===== src/sv/pfi_pkg.sv =====
// Shared types, constants and fixed-point helpers for the particle force integrator.
package pfi_pkg;

    // Item kinds carried on s_tuser
    localparam logic [2:0] KIND_LOAD    = 3'd0;
    localparam logic [2:0] KIND_CONST   = 3'd1;
    localparam logic [2:0] KIND_REPEL   = 3'd2;
    localparam logic [2:0] KIND_ATTRACT = 3'd3;
    localparam logic [2:0] KIND_TICK    = 3'd4;

    // Configuration register indexes
    localparam logic [7:0] REG_DAMP   = 8'd0;
    localparam logic [7:0] REG_PINNED = 8'd1;
    localparam logic [7:0] REG_WALL_W = 8'd2;
    localparam logic [7:0] REG_WALL_H = 8'd3;

    // Register reset values
    localparam logic [16:0] DAMP_RST   = 17'd16384;
    localparam logic [12:0] WALL_W_RST = 13'd1024;
    localparam logic [12:0] WALL_H_RST = 13'd768;

    // 0.3 in Q0.16
    localparam logic [31:0] BOUNCE_GAIN = 32'd19661;
    localparam logic [16:0] Q_ONE       = 17'd65536;

    // Divider shape: 49-bit dividend, 33-bit divisor, quotient known below 2^17
    localparam int DVD_W = 49;
    localparam int DVS_W = 33;
    localparam int QUO_W = 17;

    typedef logic signed [31:0] q16_t;

    // Clamp a widened sum to the signed 32-bit range
    function automatic q16_t sat32(input logic signed [34:0] v);
        if (v > 35'sh0_7FFF_FFFF)
            return 32'sh7FFF_FFFF;
        else if (v < -35'sh0_8000_0000)
            return 32'sh8000_0000;
        else
            return v[31:0];
    endfunction

    // Magnitude of a signed word; -2^31 gives 2^31
    function automatic logic [31:0] vmag(input q16_t v);
        logic signed [32:0] e;
        e = {v[31], v};
        return v[31] ? 32'(-e) : 32'(e);
    endfunction

    // Sign extension to the sum width
    function automatic logic signed [34:0] ext35(input q16_t v);
        return {{3{v[31]}}, v};
    endfunction

endpackage


===== src/sv/pfi_mul.sv =====
// Shared 32x32 unsigned multiplier with a registered product.
module pfi_mul import pfi_pkg::*;
(
    input  logic        clk,
    input  logic [31:0] a,
    input  logic [31:0] b,
    output logic [63:0] p
);

    logic [63:0] p_reg;

    // product is registered and lands in the cycle after the operands
    always_ff @(posedge clk)
    begin
        p_reg <= 64'(a) * 64'(b);
    end

    assign p = p_reg;

endmodule


===== config.mk =====
export PLATFORM = sky130hd
export DESIGN_NAME = pfi_mul
export DESIGN_NICKNAME = d
export VERILOG_FILES = /design/src/sv/pfi_pkg.sv /design/src/sv/pfi_mul.sv
export SDC_FILE = /design/constraint.sdc
export NUM_CORES = 2
export LEC_CHECK = 0
export ABC_AREA = 1
export BUFFER_PORTS_ARGS = -buffer_cell sky130_fd_sc_hd__clkbuf_2
export CORE_ASPECT_RATIO = 1.2
export CORE_MARGIN = 1
export CORE_UTILIZATION = 65
export CTS_CLUSTER_SIZE = 28
export DETAILED_ROUTE_END_ITERATION = 8
export GPL_ROUTABILITY_DRIVEN = 0
export PLACE_DENSITY = 0.83
export SLEW_MARGIN = 30
export SYNTH_ARGS = -nofsm -noshare
export SYNTH_HDL_FRONTEND = slang
export SYNTH_SLANG_ARGS = --single-unit

===== constraint.sdc =====
create_clock -name clk -period 8.8 [get_ports clk]
set_input_delay 0.88 -clock clk [delete_from_list [all_inputs] [get_ports clk]]
set_output_delay 0.88 -clock clk [all_outputs]
set_load 0.1 [all_outputs]

Yosys cells after proc, flatten, opt, wreduce, memory -nomap -nowiden
Cells that the tools add are included.
{"block": "op_classes", "addsub": 0, "reduce_logical": 0, "eq_ne": 0, "n_shift": 0, "order_cmp": 0, "bitwise": 0, "muxes": 0, "mul": 1, "div_mod_pow": 0}
{"operator": "multiplier 32 x 32 -> 64 bit", "count": 1}
{"block": "word_totals", "register_bits": 64, "inputBits": 65, "mem_bits_ro": 0, "mem_count": 0, "ram_bits": 0, "output_inout_bits": 64, "wordCells": 2, "latchBits": 0}

Logic depth before layout (Yosys ltp)
{"block": "logic_depth", "ltp_word": 1, "ltp_mapped": 30, "mapped_depth_nobuf": 29}

Worst setup path before layout
OpenSTA, ideal clock, no wires.
{"block": "synth_path", "path_type": "input-to-reg", "startpoint": "input a[25]", "endpoint": "register p_reg[60], in the netlist p[60]", "path_buffers": 1, "t_required_ps": 8688, "setup_time_ps": 112, "setup_slack_ps": 2106, "arrival_ps": 6582, "cell_stages": 26, "path_cell_list": "clkbuf_1 > nand2_1 > fa_1 > inv_1 > fa_1 > inv_1 > fa_1 > inv_1 > fa_1 > fa_1 > fa_1 > fa_1 > inv_1 > fa_1 > inv_1 > ha_1 > nand2_1 > nand2_1 > a21oi_1 > nand2_1 > nand2_1 > nand2_1 > a21oi_1 > nand2_1 > nand2_1 > nand2_1"}
{"block": "synth_via", "elab_chain_cells": 1}
{"element": "start: declaration", "line_no": "pfi_mul.sv:5", "text": "input logic [31:0] a,"}
{"element": "multiplier 32 x 32 -> 64 bit", "line_no": "pfi_mul.sv:15", "text": "p_reg <= 64'(a) * 64'(b);"}
{"element": "end signal: assignment", "line_no": "pfi_mul.sv:15"}
{"element": "end: declaration", "line_no": "pfi_mul.sv:10", "text": "logic [63:0] p_reg;"}
Every way passes these cells.

Worst setup path in the final report
{"block": "layout_path", "startpoint": "input a[15]", "endpoint": "register p_reg[26], in the netlist p[26]"}
The elaborated chain is that of the path after synthesis.

==> flow_metrics.py <==
metrics = {
    "worst_setup_path": {
        "criticalPathCategory": "in2reg",
        "cp-start-kind": "input port",
        "max_stage_delay_ps": 740,
        "endpoint_kind": "register",
        "crit_family": "adder cells",
        "arrival_ps": 7820,
        "crit_top_cell": "fa_1",
        "critPathBufInv": 5,
        "worstPathRequired_ps": 9020,
        "path_cells": "clkbuf_2, nand2_1, inv_1, fa_1, fa_1, inv_1, fa_1, fa_1, fa_1, inv_1, fa_1, fa_1, fa_1, ha_1, nand2_1, inv_1, nand2_1, nand2_1, a21oi_1, nand3_2, xor2_1",
        "slowest_stage": "clkbuf_2",
        "cp_max_fo": 32,
    },
    "clock_network": {
        "htreeDepth": 3,
        "cts_resized": 0,
        "holdBufCountCts": 0,
        "clk_path_buf_depth": 2,
        "clkSlewWorstSetupHoldPaths_ps": 50,
        "root_buffer": "clkbuf_16",
        "numCtsBuffers": 9,
        "cts_tree": "done",
        "cts.sinks": 64,
        "post-cts-setup-buffers": 0,
    },
    "placement": {
        "place_inst": 5706,
        "port_buffers": 128,
        "post_dp_cell_area_um2": 38400,
        "dp_hpwl_um": 83500,
    },
    "sta": {
        "relSlewSlack_pct": 30.0,
        "setup-tns-final_ps": 0,
        "drv_slew": 0,
        "hold_viol_final": 0,
        "min_period_ps": 7610,
        "whs_ps": 1220,
        "rsz0062_at_grt": "false",
        "period_share_pct": 86.5,
        "tightest_slew_ps": 1050,
        "max_clock_freq_mhz": 131,
        "setup_violations": 0,
    },
    "global_route": {
        "grt_max_degree": 33,
        "grt_use_total_pct": 36.7,
        "grt_pass1_wl_um": 168000,
        "grt_overflow": 0,
        "antenna_found_initial": 5,
        "grt_pass1_vias": 33200,
    },
    "route": {
        "top_layer_used": "met4",
        "wl_per_cell_um": 17.9,
        "wl_met3_um": 11300,
        "viasPerCell": 5.41,
        "routed_wl_um": 102000,
        "vias": 31000,
        "drc": 0,
        "met1Wirelength_um": 35700,
        "drtAntennaViolNets": 0,
        "drtPass1Iterations": 6,
        "drtIter0Drc": 3034,
        "wl_met2_um": 48800,
    },
    "synth": {
        "synth-simple-area-share_pct": 18.8,
        "synth_flop_cell": "dfxtp_1",
        "netlist_instances": 5023,
        "synthXorXnorAreaFrac_pct": 0.820,
        "async_flop_share_pct": 0,
        "synth_edf_count": 0,
        "ys_ff_latch": 64,
        "netlist_area_um2": 37400,
        "avgSynthCellArea_um2": 7.45,
        "yosys_warnings": 0,
        "synth_top_family_by_area": "adder cells",
        "synthMuxAreaShare_pct": 0,
        "synth_area_leaders": "fa_1 48%, inv_1 17%, nand2_1 16%",
        "synthesis.nets": 6247,
        "synth.distinct_cells": 23,
        "synth_most_common_cell": "inv_1",
        "ys_seq_area_share_pct": 3.43,
        "synthTopCellsByCount": "1723 x inv_1, 1566 x nand2_1, 896 x fa_1",
        "synthAdderAreaFrac_pct": 56.8,
        "synth_top_area_share_pct": 48.0,
        "synth_compound_area_share_pct": 0.853,
        "yosys.area.top_type": "fa_1",
    },
    "floorplan": {
        "core_area_um2": 56500,
        "die_area_um2": 58500,
        "num_io_pins": 129,
        "die_w_um": 221,
        "initial_utilization_pct": 66.2,
        "die_h_um": 265,
        "row_count": 95,
    },
    "final_layout": {
        "n_fill_cell": 4486,
        "syn2layout_area_growth_pct": 3.41,
        "drive_gt1_share_pct": 4.56,
        "final_cell_area_um2": 38700,
        "final_net_count": 6214,
        "largest_reg_flops": 64,
        "instances_no_fill": 5727,
    },
    "worst_hold_path": {
        "hold_class": "in2reg",
    },
    "outcome": {
        "status": "complete, no violations",
    },
    "flow_run": {
        "max-cap-violations": 0,
    },
}
cells in the final DEF (no fill, tap or decap), types with 12 or more instances in the layout:
cell type | synthesis | final
xor2_1 | 33 | 33
ha_1 | 263 | 263
a21oi_1 | 43 | 43
nor2_1 | 81 | 81
nand2_2 | 15 | 15
fa_1 | 896 | 896
buf_4 | 0 | 20
inv_2 | 12 | 12
dfxtp_1 | 64 | 64
nand3_1 | 56 | 56
inv_1 | 1723 | 1723
nand2_1 | 1566 | 1566
nor2_2 | 14 | 14
nand4_1 | 16 | 16
clkbuf_2 | 0 | 128
final timing paths:
| kind | startpoint | to | cells after the start |
|---|---|---|---|
| worst max-delay path | a[15] | p[26] | 21 |
| worst min-delay path | a[0] | p[0] | 4 |
metal layers:
metal  vias up  global-route usage [%]
met1     15000                    45.1
met4         0                    20.6
met3       502                    6.86
met2      1902                    61.5
li1      13600                       -
met5         -                       0
area by class of cell:
| type | count | area (um^2) | share of cell area (%) |
|---|---|---|---|
| sequential | 64 | 1280 | 3.31 |
| clock inverter | 6 | 43.8 | 0.113 |
| multi-input combinational | 3032 | 28900 | 74.7 |
| tap | 727 | 910 | 2.35 |
| antenna | 5 | 12.5 | 0.0324 |
| inverter | 1735 | 6510 | 16.8 |
| timing repair buffer | 148 | 791 | 2.04 |
| clock buffer | 10 | 239 | 0.618 |
kinds of logic after synthesis:
| kind of cell | after synthesis |
|---|---|
| and+or+nand+nor | 1781 |
| DFF | 64 |
| adders and majority gates | 1159 |
| buffers and inverters | 1927 |
| xor gates and xnor gates | 35 |
| AOI/OAI and AO/OA | 57 |
metrics by stage:
step / worst slack (ps) / utilization, %
6_report: 1190 / 68.5
5_1_grt: 976 / 68.5
4_1_cts: 1340 / 68.5
3_5_place_dp: 1010 / 68.0
3_3_place_gp: 1140 / 68.0
2_1_floorplan: 2110 / -
Power is not shown: default switching activity piles up to over one toggle a cycle in this logic, so the estimate is an artifact.
