File: src/sv/pfi_pkg.sv
// Shared types, constants and fixed-point helpers for the particle force integrator.
package pfi_pkg;

    // Item kinds carried on s_tuser
    localparam logic [2:0] KIND_LOAD    = 3'd0;
    localparam logic [2:0] KIND_CONST   = 3'd1;
    localparam logic [2:0] KIND_REPEL   = 3'd2;
    localparam logic [2:0] KIND_ATTRACT = 3'd3;
    localparam logic [2:0] KIND_TICK    = 3'd4;

    // Configuration register indexes
    localparam logic [7:0] REG_DAMP   = 8'd0;
    localparam logic [7:0] REG_PINNED = 8'd1;
    localparam logic [7:0] REG_WALL_W = 8'd2;
    localparam logic [7:0] REG_WALL_H = 8'd3;

    // Register reset values
    localparam logic [16:0] DAMP_RST   = 17'd16384;
    localparam logic [12:0] WALL_W_RST = 13'd1024;
    localparam logic [12:0] WALL_H_RST = 13'd768;

    // 0.3 in Q0.16
    localparam logic [31:0] BOUNCE_GAIN = 32'd19661;
    localparam logic [16:0] Q_ONE       = 17'd65536;

    // Divider shape: 49-bit dividend, 33-bit divisor, quotient known below 2^17
    localparam int DVD_W = 49;
    localparam int DVS_W = 33;
    localparam int QUO_W = 17;

    typedef logic signed [31:0] q16_t;

    // Clamp a widened sum to the signed 32-bit range
    function automatic q16_t sat32(input logic signed [34:0] v);
        if (v > 35'sh0_7FFF_FFFF)
            return 32'sh7FFF_FFFF;
        else if (v < -35'sh0_8000_0000)
            return 32'sh8000_0000;
        else
            return v[31:0];
    endfunction

    // Magnitude of a signed word; -2^31 gives 2^31
    function automatic logic [31:0] vmag(input q16_t v);
        logic signed [32:0] e;
        e = {v[31], v};
        return v[31] ? 32'(-e) : 32'(e);
    endfunction

    // Sign extension to the sum width
    function automatic logic signed [34:0] ext35(input q16_t v);
        return {{3{v[31]}}, v};
    endfunction

endpackage

File: src/sv/pfi_sqrt.sv
// Iterative floor square root of a 64-bit value, two radicand bits per cycle.
module pfi_sqrt import pfi_pkg::*;
(
    input  logic        clk,
    input  logic        rst_n,
    input  logic        start,
    input  logic [63:0] radicand,
    output logic        done,
    output logic [31:0] root
);

    logic [63:0] rad_reg;
    logic [33:0] rem_reg;
    logic [31:0] root_reg;
    logic [4:0]  cnt_reg;
    logic        busy_reg;
    logic        done_reg;

    logic [34:0] rem2;
    logic [34:0] trial;
    logic        ge;

    // one digit step
    always_comb
    begin
        rem2  = {rem_reg[32:0], rad_reg[63:62]};
        trial = {1'b0, root_reg, 2'b01};
        ge    = (rem2 >= trial);
    end

    always_ff @(posedge clk or negedge rst_n)
    begin
        if (!rst_n)
        begin
            busy_reg <= 1'b0;
            done_reg <= 1'b0;
            cnt_reg  <= '0;
            rad_reg  <= '0;
            rem_reg  <= '0;
            root_reg <= '0;
        end
        else
        begin
            done_reg <= 1'b0;
            if (start)
            begin
                busy_reg <= 1'b1;
                cnt_reg  <= 5'd31;
                rad_reg  <= radicand;
                rem_reg  <= '0;
                root_reg <= '0;
            end
            else if (busy_reg)
            begin
                rad_reg  <= {rad_reg[61:0], 2'b00};
                rem_reg  <= ge ? 34'(rem2 - trial) : rem2[33:0];
                root_reg <= {root_reg[30:0], ge};
                cnt_reg  <= cnt_reg - 5'd1;
                if (cnt_reg == 5'd0)
                begin
                    busy_reg <= 1'b0;
                    done_reg <= 1'b1;
                end
            end
        end
    end

    assign done = done_reg;
    assign root = root_reg;

endmodule

File: config.mk
export PLATFORM = sky130hd
export DESIGN_NAME = pfi_sqrt
export DESIGN_NICKNAME = d
export VERILOG_FILES = /design/src/sv/pfi_pkg.sv /design/src/sv/pfi_sqrt.sv
export SDC_FILE = /design/constraint.sdc
export NUM_CORES = 1
export LEC_CHECK = 0
export ABC_AREA = 1
export BUFFER_PORTS_ARGS = -buffer_cell sky130_fd_sc_hd__buf_2
export CAP_MARGIN = 20
export CELL_PAD_IN_SITES_DETAIL_PLACEMENT = 1
export CELL_PAD_IN_SITES_GLOBAL_PLACEMENT = 1
export CORE_MARGIN = 4
export CORE_UTILIZATION = 33
export DETAILED_ROUTE_END_ITERATION = 7
export PLACE_DENSITY = 0.67
export SYNTH_ARGS = -nofsm -noshare
export SYNTH_HDL_FRONTEND = slang
export SYNTH_SLANG_ARGS = --single-unit
File: constraint.sdc
create_clock -name clk -period 2.62 [get_ports clk]
set_input_delay 0.524 -clock clk [delete_from_list [all_inputs] [get_ports clk]]
set_output_delay 0.524 -clock clk [all_outputs]
set_load 0.02 [all_outputs]
* Yosys cells after proc, flatten, opt, wreduce, memory -nomap -nowiden
Cells that the tools add are included.
Operators by class: $add $sub $neg 2, order comparisons 1, mux-type cells 15, reductions and logical operators 2
Operators with widths (count):
- two-way mux 64 bit | 2
- two-way mux 33 bit | 3
- two-way mux 32 bit | 2
- greater-or-equal comparator 35 x 34 -> 1 bit | 1
- subtractor 33 bit | 1
- two-way mux 5 bit | 2
- two-way mux 1 bit | 6
- logical NOT 5 bit | 1
- subtractor 5 x 1 -> 5 bit (second input constant) | 1
- nonzero test 2 bit | 1
Storage, ports and cells: register bits after elaboration 136, bits of input ports 67, output and inout bits 33, logic and storage cells 26

* Logic depth before layout (Yosys ltp)
depth in word-level cells 4, depth in mapped cells 16, depth with buffers taken out 16

* Worst setup path after synthesis
OpenSTA, ideal clock, no wires.
path type register -> register, start point register root_reg[20] (netlist: root[20]), end point register rem_reg[15], data arrival time 1.945 ns, path slack 0.557 ns, stages on the path, launching flop included 16, path buffers 1, cell sequence dfrtp_1 inv_1 ha_1 nand2_1 inv_1 nand2_1 nand2_1 nand2_1 nand2_1 nand2_1 nand2_1 nor2_4 buf_4 nand3b_1 nand3_1 nand2_1
On the way: word-level cells in the longest chain between the ends 4
RTL lines:
- start: declaration | line pfi_sqrt.sv:14 | logic [31:0] root_reg;
- start signal: assignment | line pfi_sqrt.sv:57 | root_reg <= {root_reg[30:0], ge};
- greater-or-equal comparator 35 x 34 -> 1 bit | line pfi_sqrt.sv:28 | ge = (rem2 >= trial);
- two-way mux 33 bit | line pfi_sqrt.sv:56 | rem_reg <= ge ? 34'(rem2 - trial) : rem2[33:0];
- two-way mux 33 bit | line pfi_sqrt.sv:53 | else if (busy_reg)
- two-way mux 33 bit | line pfi_sqrt.sv:45 | if (start)
- end signal: assignment | line pfi_sqrt.sv:56
- end: declaration | line pfi_sqrt.sv:13 | logic [33:0] rem_reg;
Every way passes these cells. The select of a mux whose other input is x is not followed. A chain may end at the register's enable or synchronous reset.

* Worst setup path after layout
start point register rem_reg[18], end point register rem_reg[25]
On the way: word-level cells in the longest chain between the ends 4, elaborated cells between the ends (all ways) 5, classes of those cells add/sub (1); order compare (1); mux (3)
RTL lines (line):
- subtractor 33 bit or greater-or-equal comparator 35 x 34 -> 1 bit (tied branches) | pfi_sqrt.sv:56, pfi_sqrt.sv:28
- two-way mux 33 bit * | pfi_sqrt.sv:56
- two-way mux 33 bit * | pfi_sqrt.sv:53
- two-way mux 33 bit * | pfi_sqrt.sv:45
Every way passes the cells marked *; elsewhere a longest branch is shown, timed or not. The select of a mux whose other input is x is not followed.

==> results.tsv <==
stage	metric	value	unit
power	finalPower	0.0117	W
hold_path	holdCritPathClass	in2async	
sta	hold_viol_final	0	
floorplan	die_area	0.0297	mm^2
global_routing	grt_pass1_vias	8724	
job	drv_cap	0	
final_layout	final_layout_size_suffix_gt1_share	12.7	%
global_routing	grt_antenna_before_repair	4	
synth	ys_types	33	
synth	synth_flop_cell	dfrtp_1	
floorplan	start_util	33.9	%
outcome	status	finished clean	
place	place.gp.congestion	0.862	
floorplan	core-area	0.0263	mm^2
sta	max_freq	419	MHz
synth	ys_warn_count	0	
sta	tightest_slew	0.495	ns
global_routing	grtUsageMet1	24.0	%
worst_setup_path	cp_max_fo	34	
sta	slew_viol_final	0	
global_routing	use_met3	3.91	%
final_layout	final_common_cell	nand2_1	
final_layout	layout_common_cells	nand2_1 (452), inv_1 (242), dfrtp_1 (136)	
power	clock_power_share	22.4	%
final_layout	fillCellCount	3417	
global_routing	globalRouteMet2Util	32.7	%
global_routing	overflow	0	
synth	syn_area	0.00890	mm^2
cts	clock_sinks	136	
sta	tns	0	ns
cts	clock-root-buffer	clkbuf_16	
routing	wl_per_cell	15.4	um
worst_setup_path	cp-start-kind	register	
synth	avgSynthCellArea	6.89	um^2
synth	synth_edf_count	0	
worst_setup_path	crit_arrival	2.69	ns
routing	firstDrtPassIters	4	
global_routing	grt_pass1_wl	44500	um
sta	fin_crit_sh	91.1	%
power	combinationalPowerShare	55.1	%
power	power_leakage	5.83	nW
sta	fin_crit	2.39	ns
synth	ys_async_sr_fraction	100	%
sta	layout_setup_ws	0.233	ns
cts	cts_buffers	17	
floorplan	die_height	172	um
floorplan	rows	59	
worst_setup_path	path_class	reg2reg	
floorplan	ios	100	
routing	drtIter0Drc	398	
global_routing	grt_max_degree	124	
routing	drc_errors	0	
sta	finalSetupViolCount	0	
sta	whs	0.0281	ns
final_layout	largest_reg_flops	64	
sta	max_slew_margin	67.0	%
cts	insertion_delay	0.43	ns
global_routing	track_usage	18.7	%
place	dp_hpwl	20000	um
final_layout	post-route-util	39.8	%
cts	cts.path.max_buffers	2	
power	power.switching	0.00557	W
cts	ctsHtreeMaxLevel	4	
cts	cts_tree	yes	
power	p_seq_share	22.5	%
cts	cts_hold_buffers	0	
place	port_buffers	99	
power	peakVddDrop	0.451	mV
synth	syn_nets	1394	
synth	syn_inst	1291	
sta	rsz0062_at_grt	no	
routing	routed_wl	26600	um
routing	num_vias	8327	
cts	clk_pin_slew	0.07	ns
final_layout	final_nets	1487	
global_routing	top_usage_layer	met2	
worst_setup_path	required	2.92	ns
final_layout	areaGrowthSynthToFinish	17.5	%
routing	ant_nets	0	
power	p_int	0.00615	W
power	powerDensity	1120	mW/mm^2
routing	viasPerCell	4.80	
place	place_ws	0.0641	ns
power	switching_share	47.5	%
synth	synth-seq-cells	136	
worst_setup_path	crit_path_end_kind	register	
sta	clock_skew	0.0138	ns
synth	synth_seq_area_share	38.2	%
floorplan	die_x	172	um
[power by group through the flow]
stage          clock network (W)  registers [W]  logic [W]
2_1_floorplan                  0        0.00262    0.00481
3_3_place_gp                   0        0.00266    0.00639
3_5_place_dp                   0        0.00267    0.00647
4_1_cts                  0.00269        0.00264    0.00652
5_1_grt                  0.00279        0.00268    0.00745
6_report                 0.00262        0.00264    0.00646
[worst paths after layout]
path                              from          end  slack, ns  cells after the start
max                        rem_reg[18]  rem_reg[25]       0.23                     11
min                              rst_n     root[10]       0.03                      1
max reg2reg                rem_reg[18]  rem_reg[25]       0.23                     11
min reg2reg                 cnt_reg[4]   cnt_reg[4]       0.50                      1
max in group asynchronous        rst_n  rad_reg[13]       1.92                      2
min in group clk           radicand[1]   rad_reg[1]       0.35                      3
[synth_stat cells (3+ instances only)]
cell type / number / share of area, %
and2_1: 7 / 0.49
nor2_2: 7 / 0.49
buf_1: 3 / 0.13
o211ai_1: 61 / 5.1
nand3b_1: 25 / 2.1
clkbuf_1: 37 / 1.6
xnor2_1: 13 / 1.3
nand4_1: 7 / 0.49
ha_1: 36 / 5.1
o21ai_0: 71 / 4.0
nand2_1: 452 / 19
inv_1: 243 / 10
nand2_2: 4 / 0.28
a21oi_1: 22 / 1.2
buf_2: 3 / 0.17
dfrtp_1: 136 / 38
nor3_1: 3 / 0.17
o22ai_1: 31 / 2.2
nand3_1: 63 / 3.5
nor2_1: 49 / 2.1
[critical path, cell delays in order, from the launching register on]
cell and delay [ns]:
dfrtp_1 0.40, ha_1 0.35, buf_4 0.15, nand2_1 0.10
nor2_2 0.17, nand2_1 0.17, nor4_4 0.22, nand2_4 0.11
nand2_8 0.22, nand3_1 0.20, nand2_1 0.11, nand2_1 0.05
[area by class of cell]
type                            count  area, um^2  area share (%)
Tap cell                          335         419            4.01
Inverter                          246         927            8.86
Clock buffer                       18         429            4.10
Antenna cell                        1        2.50          0.0239
Clock inverter                     14         186            1.78
Sequential cell                   136        3400            32.5
Timing Repair Buffer              122         728            6.96
Multi-Input combinational cell    861        4360            41.7
[metal layers]
| layer | routed length, um | share of wire (%) |
|---|---|---|
| met5 | 22 | 0.083 |
| met2 | 12900 | 49 |
| met3 | 1070 | 4.0 |
| met1 | 12400 | 47 |
| met4 | 197 | 0.74 |
[cells by family (layout without fill, tap and decap cells)]
kind of cell | Yosys count | after routing | synth area share (%)
fa+ha+maj | 36 | 36 | 5.06
compound gates | 187 | 187 | 12.7
xor+xnor | 14 | 14 | 1.38
buf+inv | 294 | 400 | 12.8
simple gates | 624 | 624 | 29.8
flops | 136 | 136 | 38.2
other cells | 0 | 1 | 0
[repair_timing]
item                                   in CTS  in global routing
gates resized for setup                     0                  2
setup buffers                               0                  1
setup endpoints to repair                   0                 29
endpoints found under the hold margin       0                  0
[stage by stage]
step,instance area [um^2],std cells
global route,10500,1733
floorplan,8900,1291
detailed placement,9830,1699
global placement,9830,1699
finish,10500,1733
CTS,10400,1731
Note: power is estimated with default switching activity, not from simulation.
