[config.mk]
export PLATFORM = sky130hd
export DESIGN_NAME = pfi_div
export DESIGN_NICKNAME = d
export VERILOG_FILES = /design/src/sv/pfi_pkg.sv /design/src/sv/pfi_div.sv
export SDC_FILE = /design/constraint.sdc
export NUM_CORES = 1
export LEC_CHECK = 0
export BUFFER_PORTS_ARGS = -buffer_cell sky130_fd_sc_hd__buf_2
export CORE_AREA = 2 2 127 129
export DETAILED_ROUTE_END_ITERATION = 10
export DIE_AREA = 0 0 129 131
export HOLD_SLACK_MARGIN = 0.03
export SYNTH_ARGS = -nofsm -noshare
export SYNTH_HDL_FRONTEND = slang
export SYNTH_SLANG_ARGS = --single-unit
[constraint.sdc]
create_clock -name clk -period 8.95 [get_ports clk]
set_clock_uncertainty 0.15 [all_clocks]
set_input_delay 0.4475 -clock clk [delete_from_list [all_inputs] [get_ports clk]]
set_output_delay 0.4475 -clock clk [all_outputs]
set_load 0.01 [all_outputs]
[src/sv/pfi_pkg.sv]
// Shared types, constants and fixed-point helpers for the particle force integrator.
package pfi_pkg;

    // Item kinds carried on s_tuser
    localparam logic [2:0] KIND_LOAD    = 3'd0;
    localparam logic [2:0] KIND_CONST   = 3'd1;
    localparam logic [2:0] KIND_REPEL   = 3'd2;
    localparam logic [2:0] KIND_ATTRACT = 3'd3;
    localparam logic [2:0] KIND_TICK    = 3'd4;

    // Configuration register indexes
    localparam logic [7:0] REG_DAMP   = 8'd0;
    localparam logic [7:0] REG_PINNED = 8'd1;
    localparam logic [7:0] REG_WALL_W = 8'd2;
    localparam logic [7:0] REG_WALL_H = 8'd3;

    // Register reset values
    localparam logic [16:0] DAMP_RST   = 17'd16384;
    localparam logic [12:0] WALL_W_RST = 13'd1024;
    localparam logic [12:0] WALL_H_RST = 13'd768;

    // 0.3 in Q0.16
    localparam logic [31:0] BOUNCE_GAIN = 32'd19661;
    localparam logic [16:0] Q_ONE       = 17'd65536;

    // Divider shape: 49-bit dividend, 33-bit divisor, quotient known below 2^17
    localparam int DVD_W = 49;
    localparam int DVS_W = 33;
    localparam int QUO_W = 17;

    typedef logic signed [31:0] q16_t;

    // Clamp a widened sum to the signed 32-bit range
    function automatic q16_t sat32(input logic signed [34:0] v);
        if (v > 35'sh0_7FFF_FFFF)
            return 32'sh7FFF_FFFF;
        else if (v < -35'sh0_8000_0000)
            return 32'sh8000_0000;
        else
            return v[31:0];
    endfunction

    // Magnitude of a signed word; -2^31 gives 2^31
    function automatic logic [31:0] vmag(input q16_t v);
        logic signed [32:0] e;
        e = {v[31], v};
        return v[31] ? 32'(-e) : 32'(e);
    endfunction

    // Sign extension to the sum width
    function automatic logic signed [34:0] ext35(input q16_t v);
        return {{3{v[31]}}, v};
    endfunction

endpackage

[src/sv/pfi_div.sv]
// Iterative restoring divider, one quotient bit per cycle, quotient below 2^QUO_W.
module pfi_div import pfi_pkg::*;
(
    input  logic               clk,
    input  logic               rst_n,
    input  logic               start,
    input  logic [DVD_W-1:0]   dividend,
    input  logic [DVS_W-1:0]   divisor,
    output logic               done,
    output logic [QUO_W-1:0]   quotient
);

    localparam int CNT_W = $clog2(QUO_W);

    logic [DVS_W-1:0] rem_reg;
    logic [DVS_W-1:0] dvs_reg;
    logic [QUO_W-1:0] quo_reg;
    logic [CNT_W-1:0] cnt_reg;
    logic             busy_reg;
    logic             done_reg;

    logic [DVS_W:0]   rem2;
    logic             ge;

    // shift in the next dividend bit and compare
    always_comb
    begin
        rem2 = {rem_reg, quo_reg[QUO_W-1]};
        ge   = (rem2 >= {1'b0, dvs_reg});
    end

    always_ff @(posedge clk or negedge rst_n)
    begin
        if (!rst_n)
        begin
            busy_reg <= 1'b0;
            done_reg <= 1'b0;
            cnt_reg  <= '0;
            rem_reg  <= '0;
            dvs_reg  <= '0;
            quo_reg  <= '0;
        end
        else
        begin
            done_reg <= 1'b0;
            if (start)
            begin
                busy_reg <= 1'b1;
                cnt_reg  <= CNT_W'(QUO_W - 1);
                rem_reg  <= DVS_W'(dividend[DVD_W-1:QUO_W]);
                quo_reg  <= dividend[QUO_W-1:0];
                dvs_reg  <= divisor;
            end
            else if (busy_reg)
            begin
                rem_reg <= ge ? DVS_W'(rem2 - {1'b0, dvs_reg}) : rem2[DVS_W-1:0];
                quo_reg <= {quo_reg[QUO_W-2:0], ge};
                cnt_reg <= cnt_reg - CNT_W'(1);
                if (cnt_reg == '0)
                begin
                    busy_reg <= 1'b0;
                    done_reg <= 1'b1;
                end
            end
        end
    end

    assign done     = done_reg;
    assign quotient = quo_reg;

endmodule

=== Word level (Yosys, flattened, before mapping) ===
Cells that the tools add are included.

* Add/subtract/negate cells: 2
* $mul: 0
* Divide/modulo/power cells: 0
* Order comparisons: 1
* Equal/unequal tests: 0
* Shift-type cells: 0
* Mux-type cells: 13
* Bitwise gates (word level): 0
* Reduce and logical (&&, ||, !) cells: 2

{| class="wikitable"
|+ Operator list
! cell !! number
|-
| 33-bit two-way mux || 3
|-
| 34-bit by 33-bit >= comparator with 1-bit output || 1
|-
| 17-bit two-way mux || 2
|-
| 33-bit subtractor || 1
|-
| 5-bit two-way mux || 2
|-
| 1-bit two-way mux || 6
|-
| 5-bit logical NOT || 1
|-
| 5-bit by 1-bit subtractor with 5-bit output, second input constant || 1
|-
| 2-bit nonzero test || 1
|}

* Bits in registers: 90
* Bits in latches: 0
* Memory bits (writable): 0
* Bits in read-only memories: 0
* Input bits: 85
* Output and inout port bits: 18
* Word-level logic and storage cells: 24
* Memories: 0

=== Longest topological paths before layout ===
Gate-level depths: netlist of run 1.

* Depth in word-level cells: 4
* Gate-level depth with buffers: 15
* Gate-level depth less buffers: 13

=== Worst setup path before layout of run 1 ===
Ideal clock, no wire load.

* Path type: flip-flop to flip-flop
* From: register quo_reg[16], in the netlist quotient[16]
* To: register rem_reg[30]
* Setup time: 0.126 ns
* Data arrival time: 2.799 ns
* Data required time: 8.674 ns
* Slack: 5.875 ns
* Stages on the path, launching flop included: 16
* Buffers on the path: 2
* Clock period less this slack: 3.075 ns
* Path through: dfrtp_1 > inv_1 > ha_1 > inv_1 > fa_1 > a21oi_1 > o211a_1 > nor3_2 > o21ai_4 > a31oi_4 > o31ai_4 > and2_4 > buf_12 > buf_12 > nor2_2 > a221o_1

* Longest elaborated chain between the ends: 4
* Elaborated cells on any way between the ends: 5
* Those cells by class: 1 x add/sub; 1 x order compare; 3 x mux

{| class="wikitable"
|+ Ends and longest elaborated chain
! item !! line !! RTL
|-
| start: declaration || pfi_div.sv:17 || <nowiki>logic [QUO_W-1:0] quo_reg;</nowiki>
|-
| start signal: assignment || pfi_div.sv:51 || <nowiki>quo_reg <= dividend[QUO_W-1:0];</nowiki>
|-
| start signal: assignment || pfi_div.sv:57 || <nowiki>quo_reg <= {quo_reg[QUO_W-2:0], ge};</nowiki>
|-
| 33-bit subtractor or 34-bit by 33-bit >= comparator with 1-bit output (tied branches) || pfi_div.sv:56, pfi_div.sv:29 ||
|-
| 33-bit two-way mux (*) || pfi_div.sv:56 || <nowiki>rem_reg <= ge ? DVS_W'(rem2 - {1'b0, dvs_reg}) : rem2[DVS_W-1:0];</nowiki>
|-
| 33-bit two-way mux (*) || pfi_div.sv:54 || <nowiki>else if (busy_reg)</nowiki>
|-
| 33-bit two-way mux (*) || pfi_div.sv:46 || <nowiki>if (start)</nowiki>
|-
| end signal: assignment || pfi_div.sv:50 || <nowiki>rem_reg <= DVS_W'(dividend[DVD_W-1:QUO_W]);</nowiki>
|-
| end signal: assignment || pfi_div.sv:56 ||
|-
| end: declaration || pfi_div.sv:15 || <nowiki>logic [DVS_W-1:0] rem_reg;</nowiki>
|}

Mark *: on every way between the ends. The rest lies on a longest branch, timed or not. The select of a mux whose other input is x is not followed.
A chain may end at the register's enable or synchronous reset.

=== Final worst setup path of run 1 ===
* From: register quo_reg[16], in the netlist quotient[16]
* To: register rem_reg[23]

Same word-level chain as after synthesis.

==> results by group, run 1 <==
Yosys
  • Mapped Avg Cell Area: 8.703 sq um
  • Post-synthesis net count: 817
  • Most used flip-flop cell after synthesis: dfrtp_1
  • Synth Instances: 696
  • Sequential fraction of the synthesis area: 37.18%
  • Yosys reg bits: 90
  • Yosys top cell area share: 37.18%
  • Main area contributors after synthesis: dfrtp_1 (37%), mux2i_1 (7.3%), ha_1 (7.2%), a21oi_1 (5.7%), nand2_1 (5.1%)
  • Post-synth ARST share: 100.0%
  • Top cell type by total area after synthesis: dfrtp_1
  • Post-synth EDFFs: 0
  • Syn Std Cell Area: 6057 sq um
  • Synth warn: 0
  • Number of distinct library cells after synthesis: 59

Power
  • Maximum vdd ir drop: 0.1319 mV
  • Pwr dens: 335.1 nW/um^2
  • Leakage: 3.307 nW

Final layout
  • NumNets Final: 896
  • Post-route cell area: 7024 sq um
  • Ant. Diodes: 0
  • Share of layout cells above drive strength 1: 16.79%
  • Area growth syn-to-layout: 15.97%

Clock tree
  • Root Buffer: clkbuf_16
  • Reg clk slew, reported paths: 60 ps
  • Num CTS Buffers: 9
  • CTS max path bufs: 2
  • Clock Sinks: 90
  • H-tree lvl count: 3
  • Setup Fix Bufs, Post-CTS: 0
  • Clk Latency, worst-skew pair: 350 ps
  • CTS tree: yes

Timing
  • Fin crit share: 40.25%
  • Slew @ Worst Pin: 869.1 ps
  • Fmax: 277.6 MHz
  • Unrepaired setup endpoints after global routing: false
  • Final-report setup violation count: 0
  • Hold Vio Cnt, Final: 0
  • Hold slack: 146.0 ps
  • TNS Setup: 0 ps
  • Crit path time final: 3603 ps
  • Slew HR: 41.94%
  • Max Slew Vio Count: 0

Status
  • Status: complete, no violations

Run
  • Max Cap Viol: 0

Setup path
  • Critical path type: flop to flop
  • Data required, critical path: 9050 ps
  • Crit end category: flop
  • Crit path launch type: flop
  • Critical Path AT: 3700 ps
  • Crit Path Max Fanout: 36

Min path
  • Worst Hold Class: primary input to flop

Routing
  • Via count: 5164
  • First-pass DRT Iterations: 5
  • Starting DRC count in detailed routing: 240
  • Vias per cell: 5.185
  • Routed Antenna Nets: 0
  • Final wirelength: 14490 microns
  • WL/cell: 14.55 microns
  • # DRC: 0

Global routing
  • Global route overflow: 0
  • Largest net degree at the start of global routing: 94
  • Initial antenna violation count: 0
  • Total GRT Usage: 18.14%
  • First-pass GRT wire length: 24660 microns
  • Vias in the first global route: 5096

Floorplan
  • Core ar.: 15600 sq um
  • Die extent in x: 129 microns
  • Starting density of the core: 38.83%
  • Rows: 46
  • IO Pins: 103
  • DIE AREA: 16900 sq um
  • Die Y: 131 microns

Placed design
  • Port Buffers: 102
  • DP HPWL: 10440 microns
  • RePlAce Congestion: 0.8509
  • Post-DP Area: 6679 sq um
## power breakdown
group	internal [mW]	switching [mW]
Sequential	0.519	0.0869
Combinational	0.570	0.746
Clock	0.273	0.159
Total	1.36	0.992
## layer usage
layer	vias to the layer above	global-route usage [%]	wire length, microns
met1	2429	24.73	7089
met4	0	4.731	134
met3	14	5.090	733
met2	104	28.51	6531
met5	-	0	0
li1	2617	-	-
## final cells by class
class,instances,area [sq um]
Multi-Input combinational cell,524,3448
Fill cell,1626,8573
Timing Repair Buffer,107,555.5
Sequential cell,90,2253
Clock buffer,11,232.7
Clock inverter,5,102.6
Inverter,43,161.4
Tap cell,216,270.3
## final timing paths
check                             startpoint           to  slack, ps  depth (start not counted)
worst max-delay path            quotient[16]  rem_reg[23]       5350                         13
worst min-delay path             dividend[0]  quotient[0]        150                          2
worst max register to register  quotient[16]  rem_reg[23]       5350                         13
worst min register to register    dvs_reg[0]   dvs_reg[0]        360                          1
max in group asynchronous              rst_n     busy_reg       7120                          3
min in group asynchronous              rst_n  rem_reg[24]        440                          2
## stage by stage
| step | instances | worst slack, ps | power (mW) | util [%] |
|---|---|---|---|---|
| 2_1_floorplan | 696 | 5875 | 1.683 | - |
| 3_3_place_gp | 979 | 5507 | 1.915 | 42.82 |
| 3_5_place_dp | 979 | 5348 | 1.926 | 42.82 |
| 4_1_cts | 996 | 5336 | 2.373 | 45.03 |
| 5_1_grt | 996 | 5020 | 2.562 | 45.03 |
| 6_report | 996 | 5347 | 2.354 | 45.03 |
## cell families after synthesis
kind of cell / synth area share, %
fa+ha+maj: 7.560
xor+xnor: 4.772
compound gates: 21.67
flops: 37.18
simple gates: 15.47
mux: 7.457
buf+inv: 5.887
## worst max-delay path: stages (launching register included)
cell and delay (ps):
dfrtp_1 410, inv_1 70, ha_1 160, inv_1 50, fa_1 400, a21oi_1 280
o211a_1 190, nor3_2 70, o21ai_4 220, a31oi_4 120, o31ai_4 290, and2_4 620
mux2i_1 160, a221oi_1 280
## repair_timing
action                                 in CTS  in global routing
endpoints found under the hold margin      34                  0
resized for setup                           0                  0
hold buffers                                1                  0
setup endpoints to repair                   0                  0
## cell usage after synthesis, drive strengths merged (2+ instances only)
cell type / count
or2: 2
nor3: 9
mux2i: 44
a21oi: 70
inv: 43
a31oi: 8
nor2b: 5
and4: 2
nand3: 2
nor2: 35
o211ai: 5
o21ai: 92
or3: 2
a221o: 3
nor4b: 2
and2: 5
ha: 35
a2111oi: 2
o31ai: 2
o21a: 3
a211oi: 8
xor2: 17
xnor2: 16
buf: 8
dfrtp: 90
o21bai: 3
a21o: 11
nand2b: 9
a221oi: 2
nand4: 11
nor3b: 21
o31a: 2
clkbuf: 31
nand2: 82
## layout by cell type, fill, tap and decap left out, types with 5 or more instances in the layout
master and instances:
ha_1 35, dfrtp_1 89, nand2_1 82, xnor2_1 16, nor2_1 34, mux2i_1 44, a31oi_1 7, a21oi_1 69
buf_4 6, a21o_1 11, o21ai_1 33, clkbuf_16 9, nor3_1 8, inv_1 43, a211oi_1 8, nor3b_1 21
nand2b_1 9, buf_2 100, nor2b_1 5, xor2_1 17, o211ai_1 5, nand4_1 11, o21ai_0 58
Power figures use the tool's default switching activity.
==> inputs of run 2 (changes only) <==
==> constraint.sdc (replaced) <==
create_clock -name clk -period 3.3 [get_ports clk]
set_clock_uncertainty 0.15 [all_clocks]
set_input_delay 0.165 -clock clk [delete_from_list [all_inputs] [get_ports clk]]
set_output_delay 0.165 -clock clk [all_outputs]
set_load 0.01 [all_outputs]
==> run 2 against run 1 <==
Fmax rose by 15%. First-iteration DRC count shrank 2.9%. Final area rose by 13%. Largest power group unchanged. Highest routed layer unchanged. Clock power rose by 120%. Non-clock buffer count rose by 99. Core utilization rose by 5.8 points.
==> results by group, run 2 (synthesis gave the netlist of run 1 again) <==
Routing
  • First-pass DRT Iterations: 5 (unchanged)
  • Routed Antenna Nets: 0 (unchanged)
  • WL/cell: 14.50 microns (was 14.55 microns)
  • # DRC: 0 (unchanged)
  • Starting DRC count in detailed routing: 233 (was 240)
  • Vias per cell: 5.056 (was 5.185)
  • Final wirelength: 15880 microns (was 14490 microns)
  • Via count: 5536 (was 5164)

Timing
  • Final-report setup violation count: 0 (unchanged)
  • Slew HR: 44.17% (was 41.94%)
  • Fmax: 318.4 MHz (was 277.6 MHz)
  • Setup WS post-layout: 158.8 ps (was 5347 ps)
  • Crit path time final: 3141 ps (was 3603 ps)
  • Unrepaired setup endpoints after global routing: false (unchanged)
  • Fin crit share: 95.19% (was 40.25%)
  • TNS Setup: 0 ps (unchanged)
  • Slew @ Worst Pin: 835.8 ps (was 869.1 ps)
  • Hold Vio Cnt, Final: 0 (unchanged)
  • Max Slew Vio Count: 0 (unchanged)
  • Hold slack: 59.08 ps (was 146.0 ps)

Final layout
  • Share of layout cells above drive strength 1: 17.18% (was 16.79%)
  • Final Util: 50.85% (was 45.03%)
  • Leading cell type in the layout, fill and taps excluded: buf_2 (unchanged)
  • Area growth syn-to-layout: 30.94% (was 15.97%)
  • Most frequent cells in the layout: buf_2 (100), dfrtp_1 (89), nand2_1 (82), dlygate4sd3_1 (82), a21oi_1 (68) (was buf_2 (100), dfrtp_1 (89), nand2_1 (82))
  • Ant. Diodes: 0 (unchanged)
  • NumNets Final: 996 (was 896)

Setup path
  • Slowest-stage cell, CP: dfrtp_1 (was and2_4)
  • Critical Path Start: rem_reg[9] (was quotient[16])
  • CP bufs+invs: 1 (was 2)
  • Crit end category: flop (unchanged)
  • Slowest cell delay on critical path: 400 ps (was 620 ps)
  • Critical path type: flop to flop (unchanged)
  • Reg-to-Reg Start: rem_reg[9] (was quotient[16])
  • Crit path cell chain: ha_1 > and2_4 > a221o_1 > a31o_1 > o21ai_4 > a31oi_4 > o31ai_4 > and2_2 > buf_4 > mux2i_1 > a21oi_1 (was inv_1 > ha_1 > inv_1 > fa_1 > a21oi_1 > o211a_1 > nor3_2 > o21ai_4 > a31oi_4 > o31ai_4 > and2_4 > mux2i_1 > a221oi_1)
  • Critical Path AT: 3180 ps (was 3700 ps)
  • Crit Path Max Fanout: 5 (was 36)
  • Data required, critical path: 3340 ps (was 9050 ps)
  • Crit path launch type: flop (unchanged)
  • Worst path top cell family by delay: compound AO/OA/AOI/OAI gates (unchanged)

Clock tree
  • CTS max path bufs: 2 (unchanged)
  • CTS tree: yes (unchanged)
  • Clock Sinks: 90 (unchanged)
  • Num CTS Buffers: 9 (unchanged)
  • Root Buffer: clkbuf_16 (unchanged)
  • Clk Latency, worst-skew pair: 350 ps (about the same)
  • H-tree lvl count: 3 (unchanged)
  • Reg clk slew, reported paths: 70 ps (was 60 ps)

Power
  • Pwr dens: 819.2 nW/um^2 (was 335.1 nW/um^2)
  • Maximum vdd ir drop: 0.3444 mV (was 0.1319 mV)
  • Leakage: 3.706 nW (was 3.307 nW)

Min path
  • Hold path startpoint: dividend[48] (was dividend[0])
  • Worst Hold Class: primary input to flop (unchanged)

Global routing
  • First-pass GRT wire length: 26330 microns (was 24660 microns)
  • Largest net degree at the start of global routing: 92 (was 94)
  • Vias in the first global route: 5592 (was 5096)
  • Global route overflow: 0 (unchanged)
  • Initial antenna violation count: 0 (unchanged)
  • Total GRT Usage: 19.42% (was 18.14%)

Placed design
  • DP HPWL: 10970 microns (was 10440 microns)
  • RePlAce Congestion: 0.8779 (was 0.8509)
  • Port Buffers: 102 (unchanged)
  • DP Worst Slack: 102.0 ps (was 5348 ps)

Floorplan
  • Die Y: 131 microns (unchanged)
  • Rows: 46 (unchanged)
  • Starting density of the core: 38.83% (unchanged)
  • Die extent in x: 129 microns (unchanged)
  • Core ar.: 15600 sq um (unchanged)
  • DIE AREA: 16900 sq um (unchanged)
  • IO Pins: 103 (unchanged)

Status
  • Status: complete, no violations (unchanged)

Run
  • Max Cap Viol: 0 (unchanged)
run 2: cell types whose count changed in the layout (fill, tap and decap cells not counted), moves of 2 or more:
| cell | delta |
|---|---|
| dlygate4sd3_1 | +81 |
| buf_4 | +16 |
| bufinv_16 | -3 |
| buf_12 | +2 |
run 2: report_power, final:
| part | total (mW) | internal [mW] | switching, mW | leakage (nW) |
|---|---|---|---|---|
| Sequential | 1.65 | 1.41 | 0.239 | 1.09 |
| Clock | 0.934 | 0.506 | 0.428 | 0.126 |
| Combinational | 3.92 | 1.81 | 2.11 | 2.49 |
| Total | 6.50 | 3.72 | 2.78 | 3.71 |
run 2: worst register-to-register path, stage by stage, from the launching register on:
cell     delay, ps
dfrtp_1        400
ha_1           360
and2_4         170
a221o_1        310
a31o_1         230
o21ai_4        220
a31oi_4        120
o31ai_4        310
and2_2         310
buf_4          150
mux2i_1        170
a21oi_1         80
run 2: path summary, 6_finish.rpt:
path                                to  slack [ps]  cells past startpoint
setup / recovery           rem_reg[18]         160                     11
hold / removal             rem_reg[31]          60                      3
setup reg to reg           rem_reg[18]         160                     11
hold reg to reg             dvs_reg[0]         380                      1
max in group asynchronous  rem_reg[13]        1980                      3
min in group asynchronous  dvs_reg[21]         270                      2
run 2: what timing repair did:
item                       in CTS  in global routing
hold buffers                   82                  0
resized for setup               0                  3
setup buffers                   0                  6
hold endpoints to repair      134                  0
setup endpoints to repair       0                 26
run 2: cell type report:
type                    instances  area [sq um]
fillers                      1511          7666
clock buffers                  12         236.5
well taps                     216         270.3
repair buffers                206          1526
flip-flops and latches         90          2253
inverters                      43         161.4
clock inverters                 3         18.77
multi-input cells             525          3465
run 2: per-stage QoR:
step           total power [mW]  cell area, sq um  cells
2_1_floorplan             4.564              6057    696
3_3_place_gp              5.341              6782    991
3_5_place_dp              5.362              6782    991
4_1_cts                   6.399              7858   1088
5_1_grt                   7.067              7931   1095
6_report                  6.497              7931   1095
run 2: per-layer routing:
| metal | track usage, % | vias up | routed length [microns] | part of all wire [%] |
|---|---|---|---|---|
| met5 | 0 | - | 0 | 0 |
| met4 | 5.499 | 0 | 173 | 1.1 |
| met3 | 3.827 | 17 | 624 | 3.9 |
| met2 | 32.77 | 119 | 7368 | 46 |
| met1 | 25.51 | 2583 | 7716 | 49 |
| li1 | - | 2817 | - | - |
